<file path="config.mk">
export PLATFORM = sky130hd
export DESIGN_NAME = decimal_digit_layout_rainbow_top
export DESIGN_NICKNAME = d
export VERILOG_FILES = /design/src/hdl/ddlr_pkg.sv /design/src/hdl/ddlr_ctrl.sv /design/src/hdl/ddlr_datapath.sv /design/src/hdl/decimal_digit_layout_rainbow_top.sv
export SDC_FILE = /design/constraint.sdc
export NUM_CORES = 1
export LEC_CHECK = 0
export BUFFER_PORTS_ARGS = -buffer_cell sky130_fd_sc_hd__buf_4
export CORE_MARGIN = 5
export CORE_UTILIZATION = 55
export DETAILED_ROUTE_END_ITERATION = 10
export PLACE_DENSITY = 0.73
export SKIP_LAST_GASP = 1
export SYNTH_ARGS = -nofsm -noshare
export SYNTH_HDL_FRONTEND = slang
export SYNTH_SLANG_ARGS = --single-unit
</file>
<file path="constraint.sdc">
create_clock -name clk -period 27.6 [get_ports clk]
set_input_delay 2.76 -clock clk [delete_from_list [all_inputs] [get_ports clk]]
set_output_delay 2.76 -clock clk [all_outputs]
set_load 0.1 [all_outputs]
</file>
<file path="src/hdl/ddlr_pkg.sv">
package ddlr_pkg;

    localparam int unsigned CountWidth = 32;
    localparam int unsigned XWidth     = 9;
    localparam int unsigned HueWidth   = 10;

    localparam logic [1:0] REG_START_OFFSET = 2'd0;
    localparam logic [1:0] REG_DIGIT_PITCH  = 2'd1;
    localparam logic [1:0] REG_HUE_STEP     = 2'd2;

    localparam logic [HueWidth:0]   WheelSpan     = 11'd768;
    localparam logic [HueWidth:0]   WheelSpanTwo  = 11'd1536;
    localparam logic [HueWidth:0]   HueSpacing    = 11'd40;
    localparam logic [3:0]          LastIndex     = 4'd9;
    localparam logic [1:0]          GroupLast     = 2'd2;
    localparam logic [XWidth-1:0]   GroupGap      = 9'd2;
    localparam logic [CountWidth-1:0] RecipTen    = 32'hCCCC_CCCD;
    localparam int unsigned         RecipShift    = 35;

    typedef struct packed {
        logic [5:0]          start_offset;
        logic [4:0]          digit_pitch;
        logic [HueWidth-1:0] hue_step;
    } cfg_t;

    typedef struct packed {
        logic load;
        logic prep;
        logic step;
    } dp_cmd_t;

    typedef struct packed {
        logic last;
    } dp_status_t;

    function automatic logic [15:0] wheel565(input logic [HueWidth-1:0] p);
        logic [7:0] r;
        logic [7:0] g;
        logic [7:0] b;
        r = 8'd0;
        g = 8'd0;
        b = 8'd0;
        case (p[9:8])
            2'b00:
            begin
                r = ~p[7:0];
                g = p[7:0];
            end
            2'b01:
            begin
                g = ~p[7:0];
                b = p[7:0];
            end
            default:
            begin
                r = p[7:0];
                b = ~p[7:0];
            end
        endcase
        return {r[7:3], g[7:2], b[7:3]};
    endfunction

    function automatic logic [CountWidth-1:0] div_ten(input logic [CountWidth-1:0] v);
        logic [2*CountWidth-1:0] prod;
        prod = {{CountWidth{1'b0}}, v} * {{CountWidth{1'b0}}, RecipTen};
        return CountWidth'(prod >> RecipShift);
    endfunction

endpackage

</file>
<file path="src/hdl/ddlr_ctrl.sv">
module ddlr_ctrl
    import ddlr_pkg::*;
(
    input  logic       clk,
    input  logic       rst_n,
    input  logic       in_valid,
    output logic       in_stall,
    output logic       out_valid,
    input  logic       out_stall,
    input  dp_status_t status,
    output dp_cmd_t    cmd
);

    typedef enum logic [2:0] {
        StIdle = 3'b001,
        StPrep = 3'b010,
        StRun  = 3'b100
    } state_t;

    state_t state_reg;
    state_t state_next;
    logic   out_valid_reg;
    logic   out_valid_next;
    logic   out_free;

    assign out_free  = !out_valid_reg || !out_stall;
    assign in_stall  = (state_reg != StIdle);
    assign out_valid = out_valid_reg;

    always_comb
    begin
        state_next     = state_reg;
        out_valid_next = out_valid_reg && out_stall;
        cmd            = '0;
        unique case (state_reg)
            StIdle:
            begin
                if (in_valid)
                begin
                    cmd.load   = 1'b1;
                    state_next = StPrep;
                end
            end
            StPrep:
            begin
                cmd.prep   = 1'b1;
                state_next = StRun;
            end
            StRun:
            begin
                if (out_free)
                begin
                    cmd.step       = 1'b1;
                    out_valid_next = 1'b1;
                    if (status.last)
                    begin
                        state_next = StIdle;
                    end
                end
            end
            default:
            begin
                state_next = StIdle;
            end
        endcase
    end

    always_ff @(posedge clk or negedge rst_n)
    begin
        if (!rst_n)
        begin
            state_reg     <= StIdle;
            out_valid_reg <= 1'b0;
        end
        else
        begin
            state_reg     <= state_next;
            out_valid_reg <= out_valid_next;
        end
    end

endmodule

</file>
<file path="src/hdl/ddlr_datapath.sv">
module ddlr_datapath
    import ddlr_pkg::*;
#(
    parameter int unsigned DISPLAY_WIDTH = 64
)
(
    input  logic                     clk,
    input  logic                     rst_n,
    input  cfg_t                     cfg,
    input  dp_cmd_t                  cmd,
    output dp_status_t               status,
    input  logic [CountWidth-1:0]    count_value,
    output logic [3:0]               digit,
    output logic [3:0]               digit_index,
    output logic signed [XWidth-1:0] x_position,
    output logic [15:0]              color565,
    output logic                     last_digit
);

    localparam logic [XWidth-1:0] DisplayWidthX = XWidth'(DISPLAY_WIDTH);

    logic [HueWidth-1:0]   phase_reg;
    logic [HueWidth-1:0]   phase_next;
    logic [HueWidth:0]     phase_sum;
    logic [CountWidth-1:0] n_reg;
    logic [CountWidth-1:0] q_reg;
    logic [CountWidth-1:0] div_in;
    logic [CountWidth-1:0] rem;
    logic [3:0]            idx_reg;
    logic [XWidth-1:0]     xw_reg;
    logic [XWidth-1:0]     xw_next;
    logic [1:0]            group_reg;
    logic [HueWidth-1:0]   hue_reg;
    logic [HueWidth-1:0]   hue_next;
    logic [HueWidth:0]     hue_sum;
    logic                  last;

    logic [3:0]            digit_reg;
    logic [3:0]            digit_index_reg;
    logic [XWidth-1:0]     x_position_reg;
    logic [15:0]           color565_reg;
    logic                  last_digit_reg;

    assign phase_sum = {1'b0, phase_reg} + {1'b0, cfg.hue_step};

    always_comb
    begin
        if (phase_sum >= WheelSpanTwo)
        begin
            phase_next = HueWidth'(phase_sum - WheelSpanTwo);
        end
        else if (phase_sum >= WheelSpan)
        begin
            phase_next = HueWidth'(phase_sum - WheelSpan);
        end
        else
        begin
            phase_next = HueWidth'(phase_sum);
        end
    end

    assign hue_sum  = {1'b0, hue_reg} + HueSpacing;
    assign hue_next = (hue_sum >= WheelSpan) ? HueWidth'(hue_sum - WheelSpan)
                                             : HueWidth'(hue_sum);

    assign div_in = cmd.prep ? n_reg : q_reg;
    assign rem    = n_reg - {q_reg[CountWidth-4:0], 3'b000} - {q_reg[CountWidth-2:0], 1'b0};
    assign last   = (q_reg == '0) || (idx_reg == LastIndex);

    assign xw_next = xw_reg - XWidth'(cfg.digit_pitch)
                     - ((group_reg == GroupLast) ? GroupGap : '0);

    assign status.last = last;

    always_ff @(posedge clk or negedge rst_n)
    begin
        if (!rst_n)
        begin
            phase_reg <= '0;
        end
        else if (cmd.load)
        begin
            phase_reg <= phase_next;
        end
    end

    always_ff @(posedge clk)
    begin
        if (cmd.load)
        begin
            n_reg     <= count_value;
            idx_reg   <= '0;
            group_reg <= '0;
            hue_reg   <= phase_next;
            xw_reg    <= DisplayWidthX - XWidth'(cfg.start_offset) - XWidth'(cfg.digit_pitch);
        end
        if (cmd.prep || cmd.step)
        begin
            q_reg <= div_ten(div_in);
        end
        if (cmd.step)
        begin
            n_reg           <= q_reg;
            idx_reg         <= idx_reg + 4'd1;
            group_reg       <= (group_reg == GroupLast) ? 2'd0 : group_reg + 2'd1;
            hue_reg         <= hue_next;
            xw_reg          <= xw_next;
            digit_reg       <= rem[3:0];
            digit_index_reg <= idx_reg;
            x_position_reg  <= xw_reg;
            color565_reg    <= wheel565(hue_reg);
            last_digit_reg  <= last;
        end
    end

    assign digit       = digit_reg;
    assign digit_index = digit_index_reg;
    assign x_position  = signed'(x_position_reg);
    assign color565    = color565_reg;
    assign last_digit  = last_digit_reg;

endmodule

</file>
<file path="src/hdl/decimal_digit_layout_rainbow_top.sv">
// Decimal digit emitter with a color wheel.
//
// Input channel: one 32-bit count_value per transfer (in_valid, in_stall).
// Output channel: one transfer per decimal digit, least significant first,
// at least one; last_digit marks the most significant digit of a count.
// Each output carries the digit, its index, the signed left x position of
// the glyph and an RGB565 color from the hue wheel.
// On each accepted count the hue phase advances by hue_step modulo 768.
// After the input transfer the control steps through Prep and then Run, where
// the first digit is loaded into the output register; later digits follow
// one per cycle while out_stall is low. The rate is set by the one
// divide-by-ten multiplier, used once in Prep and once per digit.
// in_stall stays high until the last digit is loaded into the output
// register; the next count is taken while that digit waits to transfer.
// A stalled output holds its value and pauses digit generation.
// Reset clears the hue phase, the control state and the output valid, and
// loads start_offset 2, digit_pitch 6 and hue_step 8.
// Registers: start_offset at 0x0, digit_pitch at 0x4, hue_step at 0x8.
module decimal_digit_layout_rainbow_top
    import ddlr_pkg::*;
#(
    parameter int unsigned DISPLAY_WIDTH = 64
)
(
    input  logic                     clk,
    input  logic                     rst_n,
    input  logic                     psel,
    input  logic                     penable,
    input  logic                     pwrite,
    input  logic [3:0]               paddr,
    input  logic [31:0]              pwdata,
    output logic [31:0]              prdata,
    output logic                     pready,
    input  logic                     in_valid,
    output logic                     in_stall,
    input  logic [CountWidth-1:0]    count_value,
    output logic                     out_valid,
    input  logic                     out_stall,
    output logic [3:0]               digit,
    output logic [3:0]               digit_index,
    output logic signed [XWidth-1:0] x_position,
    output logic [15:0]              color565,
    output logic                     last_digit
);

    logic [5:0]          start_offset_reg;
    logic [4:0]          digit_pitch_reg;
    logic [HueWidth-1:0] hue_step_reg;
    logic                cfg_wr;
    cfg_t                cfg;
    dp_cmd_t             cmd;
    dp_status_t          status;

    assign pready = 1'b1;
    assign cfg_wr = psel && penable && pwrite;

    always_ff @(posedge clk or negedge rst_n)
    begin
        if (!rst_n)
        begin
            start_offset_reg <= 6'd2;
            digit_pitch_reg  <= 5'd6;
            hue_step_reg     <= 10'd8;
        end
        else if (cfg_wr)
        begin
            unique case (paddr[3:2])
                REG_START_OFFSET: start_offset_reg <= pwdata[5:0];
                REG_DIGIT_PITCH:  digit_pitch_reg  <= pwdata[4:0];
                REG_HUE_STEP:     hue_step_reg     <= pwdata[HueWidth-1:0];
                default:
                begin
                end
            endcase
        end
    end

    always_comb
    begin
        unique case (paddr[3:2])
            REG_START_OFFSET: prdata = 32'(start_offset_reg);
            REG_DIGIT_PITCH:  prdata = 32'(digit_pitch_reg);
            REG_HUE_STEP:     prdata = 32'(hue_step_reg);
            default:          prdata = '0;
        endcase
    end

    assign cfg.start_offset = start_offset_reg;
    assign cfg.digit_pitch  = digit_pitch_reg;
    assign cfg.hue_step     = hue_step_reg;

    ddlr_ctrl u_ctrl (
        .clk       (clk),
        .rst_n     (rst_n),
        .in_valid  (in_valid),
        .in_stall  (in_stall),
        .out_valid (out_valid),
        .out_stall (out_stall),
        .status    (status),
        .cmd       (cmd)
    );

    ddlr_datapath #(
        .DISPLAY_WIDTH (DISPLAY_WIDTH)
    ) u_datapath (
        .clk         (clk),
        .rst_n       (rst_n),
        .cfg         (cfg),
        .cmd         (cmd),
        .status      (status),
        .count_value (count_value),
        .digit       (digit),
        .digit_index (digit_index),
        .x_position  (x_position),
        .color565    (color565),
        .last_digit  (last_digit)
    );

endmodule

</file>
==> results.toml <==
[finish]
largest_reg_flops = 32
antennaDiodeCount = 0
final_util_pct = 59.7
fillers = 3909
syn_to_final_growth_pct = 7.59
finalNetCount = 3417
layout-drive-gt1-share_pct = 7.84

[route]
vias = 17600
drt_wl_total_um = 69600
ant_nets = 0
wl_per_cell_um = 21.8
first_pass_iters = 6
drc = 0
drtIter0Drc = 1188
via_per_inst = 5.51

[timing]
max_slew_margin_pct = 33.7
fin_skew_ns = 0.0130
finalCritPeriodShare_pct = 36.2
hold_viol_final = 0
period_needed_ns = 9.98
setup_tns_ns = 0
whs_ns = 0.455
rsz0062_at_grt = "false"
layout_setup_ws_ns = 17.62
worst_pin_slew_ns = 0.991
drv_slew = 0
finalSetupViolCount = 0
max_freq_mhz = 100

[status]
run_status = "finished, final reports clean"

[synthesis]
ys_top_cells_by_area = "fa_1, ha_1, edfxtp_1, inv_1, nand2_1"
synth_area_leader_cell = "fa_1"
synthDominantCellAreaShare_pct = 30.9
yosys_warnings = 0
ys_seq_area_share_pct = 17.8
synthFlopType = "edfxtp_1"
async_flop_share_pct = 22.6
synth-seq-cells = 155
synthCells = 2494
syn_area_mm2 = 0.0251
synth_edf_count = 120
avgSynthCellArea_um2 = 10.1
synth_common_cells = "inv_1, fa_1, ha_1"
synth_most_common_cell = "inv_1"
ys_types = 63

[worst_setup_path]
endpoint_kind = "flop"
crit_fanout = 42
critPathLaunchType = "flop"
r2r_cells = 25
worst_ep_arrival_time_ns = 10.15
cp.required_ns = 27.77
crit_type = "flop to flop"

[clock_tree]
htreeDepth = 4
cts.sinks = 155
cts_resized = 0
path_clk_slew_ns = 0.07
hold_buffers = 0
cts_setup_buffers = 0
cts_buffers = 17
clk_latency_ns = 0.44
cts_buffer_depth = 2
tritoncts = "yes"
clockRootBuffer = "clkbuf_16"

[global_route]
grt_pass1_vias = 18900
gr-total-overflow = 0
grtUsageTotal_pct = 28.3
grt_max_degree = 65
grt_pass1_wl_um = 108000
grt_antenna_before_repair = 0

[floorplan]
die_height_um = 224
start_util_pct = 55.5
die_x_um = 224
top_level_ports = 144
core-area_mm2 = 0.0453
rows = 78
die_area_mm2 = 0.0501

[place]
port_buffers = 96
dp_hpwl_um = 60900
gp_congestion = 0.989
place_ws_ns = 17.72

[hold_path]
min_path_type = "flop to flop"
worstHoldPathCells = 0

[run]
drv_cap = 0
==> layer usage <==
metal  vias to the layer above  part of all wire [%]  track usage [%]
met4                         0                   4.7             11.3
met2                       511                    49             48.0
met5                         -                     0                0
li1                       8090                     -                -
met3                       117                   4.6             2.99
met1                      8838                    41             37.5
==> cell families after synthesis <==
| family | share of synthesized area (%) |
|---|---|
| buffers and inverters | 10.2 |
| AO/OA/AOI/OAI | 7.25 |
| flip-flops | 17.8 |
| adder cells (fa/ha/maj) | 49.7 |
| AND/OR/NAND/NOR | 7.62 |
| multiplexers | 3.05 |
| XOR/XNOR | 4.25 |
| other | 0.0299 |
==> final timing paths <==
kind / start / end / slack [ns]
setup / recovery: u_ctrl.state_reg[2]$_DFFE_PN0P_ / u_datapath.q_reg[26]$_DFFE_PP_ / 17.62
hold / removal: u_datapath.xw_reg[2]$_DFFE_PP_ / u_datapath.x_position[2]$_DFFE_PP_ / 0.45
setup reg to reg: u_ctrl.state_reg[2]$_DFFE_PN0P_ / u_datapath.q_reg[26]$_DFFE_PP_ / 17.62
hold reg to reg: u_datapath.xw_reg[2]$_DFFE_PP_ / u_datapath.x_position[2]$_DFFE_PP_ / 0.45
max in group asynchronous: rst_n / u_ctrl.state_reg[0]$_DFFE_PN1P_ / 24.96
min in group asynchronous: rst_n / start_offset_reg[3]$_DFFE_PN0P_ / 2.26
==> cell type report <==
class	instances	area, um2	share of cell area [%]
well taps	600	751	2.78
flip-flops and latches	155	4490	16.6
inverters	602	2260	8.35
clock buffers	18	429	1.59
clock inverters	14	184	0.680
multi-input cells	1697	18200	67.2
repair buffers	103	773	2.86
==> cell usage in the layout, fill, tap and decap left out, drive strengths merged, types with 17 or more instances in the layout <==
| cell | n |
|---|---|
| nand3 | 22 |
| a21oi | 83 |
| xor2 | 56 |
| xnor2 | 66 |
| clkbuf | 18 |
| a21o | 44 |
| fa | 388 |
| conb | 23 |
| ha | 378 |
| buf | 103 |
| nand2 | 209 |
| and2 | 20 |
| mux2 | 53 |
| dfrtp | 30 |
| nor3 | 20 |
| nor2 | 80 |
| edfxtp | 120 |
| inv | 608 |
| o21ai | 78 |
| mux2i | 17 |
==> per-stage QoR <==
stage / cell area [um2] / cells
global route: 27000 / 3189
global placement: 26400 / 3157
CTS: 27000 / 3189
floorplan: 25200 / 2515
finish: 27000 / 3189
detailed placement: 26400 / 3157
==> critical path, stage by stage, from the launching register on <==
cell	delay [ns]
dfrtp_1	0.46
nor3b_4	0.21
buf_4	0.51
mux2i_1	0.72
inv_1	0.42
ha_1	0.71
xor2_1	0.66
a21o_1	0.30
fa_1	0.45
fa_1	0.59
fa_1	0.46
fa_1	0.42
fa_1	0.51
inv_1	0.06
fa_1	0.53
inv_1	0.06
ha_1	0.40
a21oi_1	0.10
o21ai_1	0.31
a211oi_1	0.12
o21ai_1	0.23
a21oi_1	0.15
a211oi_1	0.45
o311ai_1	0.27
o41ai_1	0.45
xor2_1	0.13
Power is left out: the tool's default activity adds up to more than one toggle a clock period on the data nets, which glitch-free logic cannot reach.
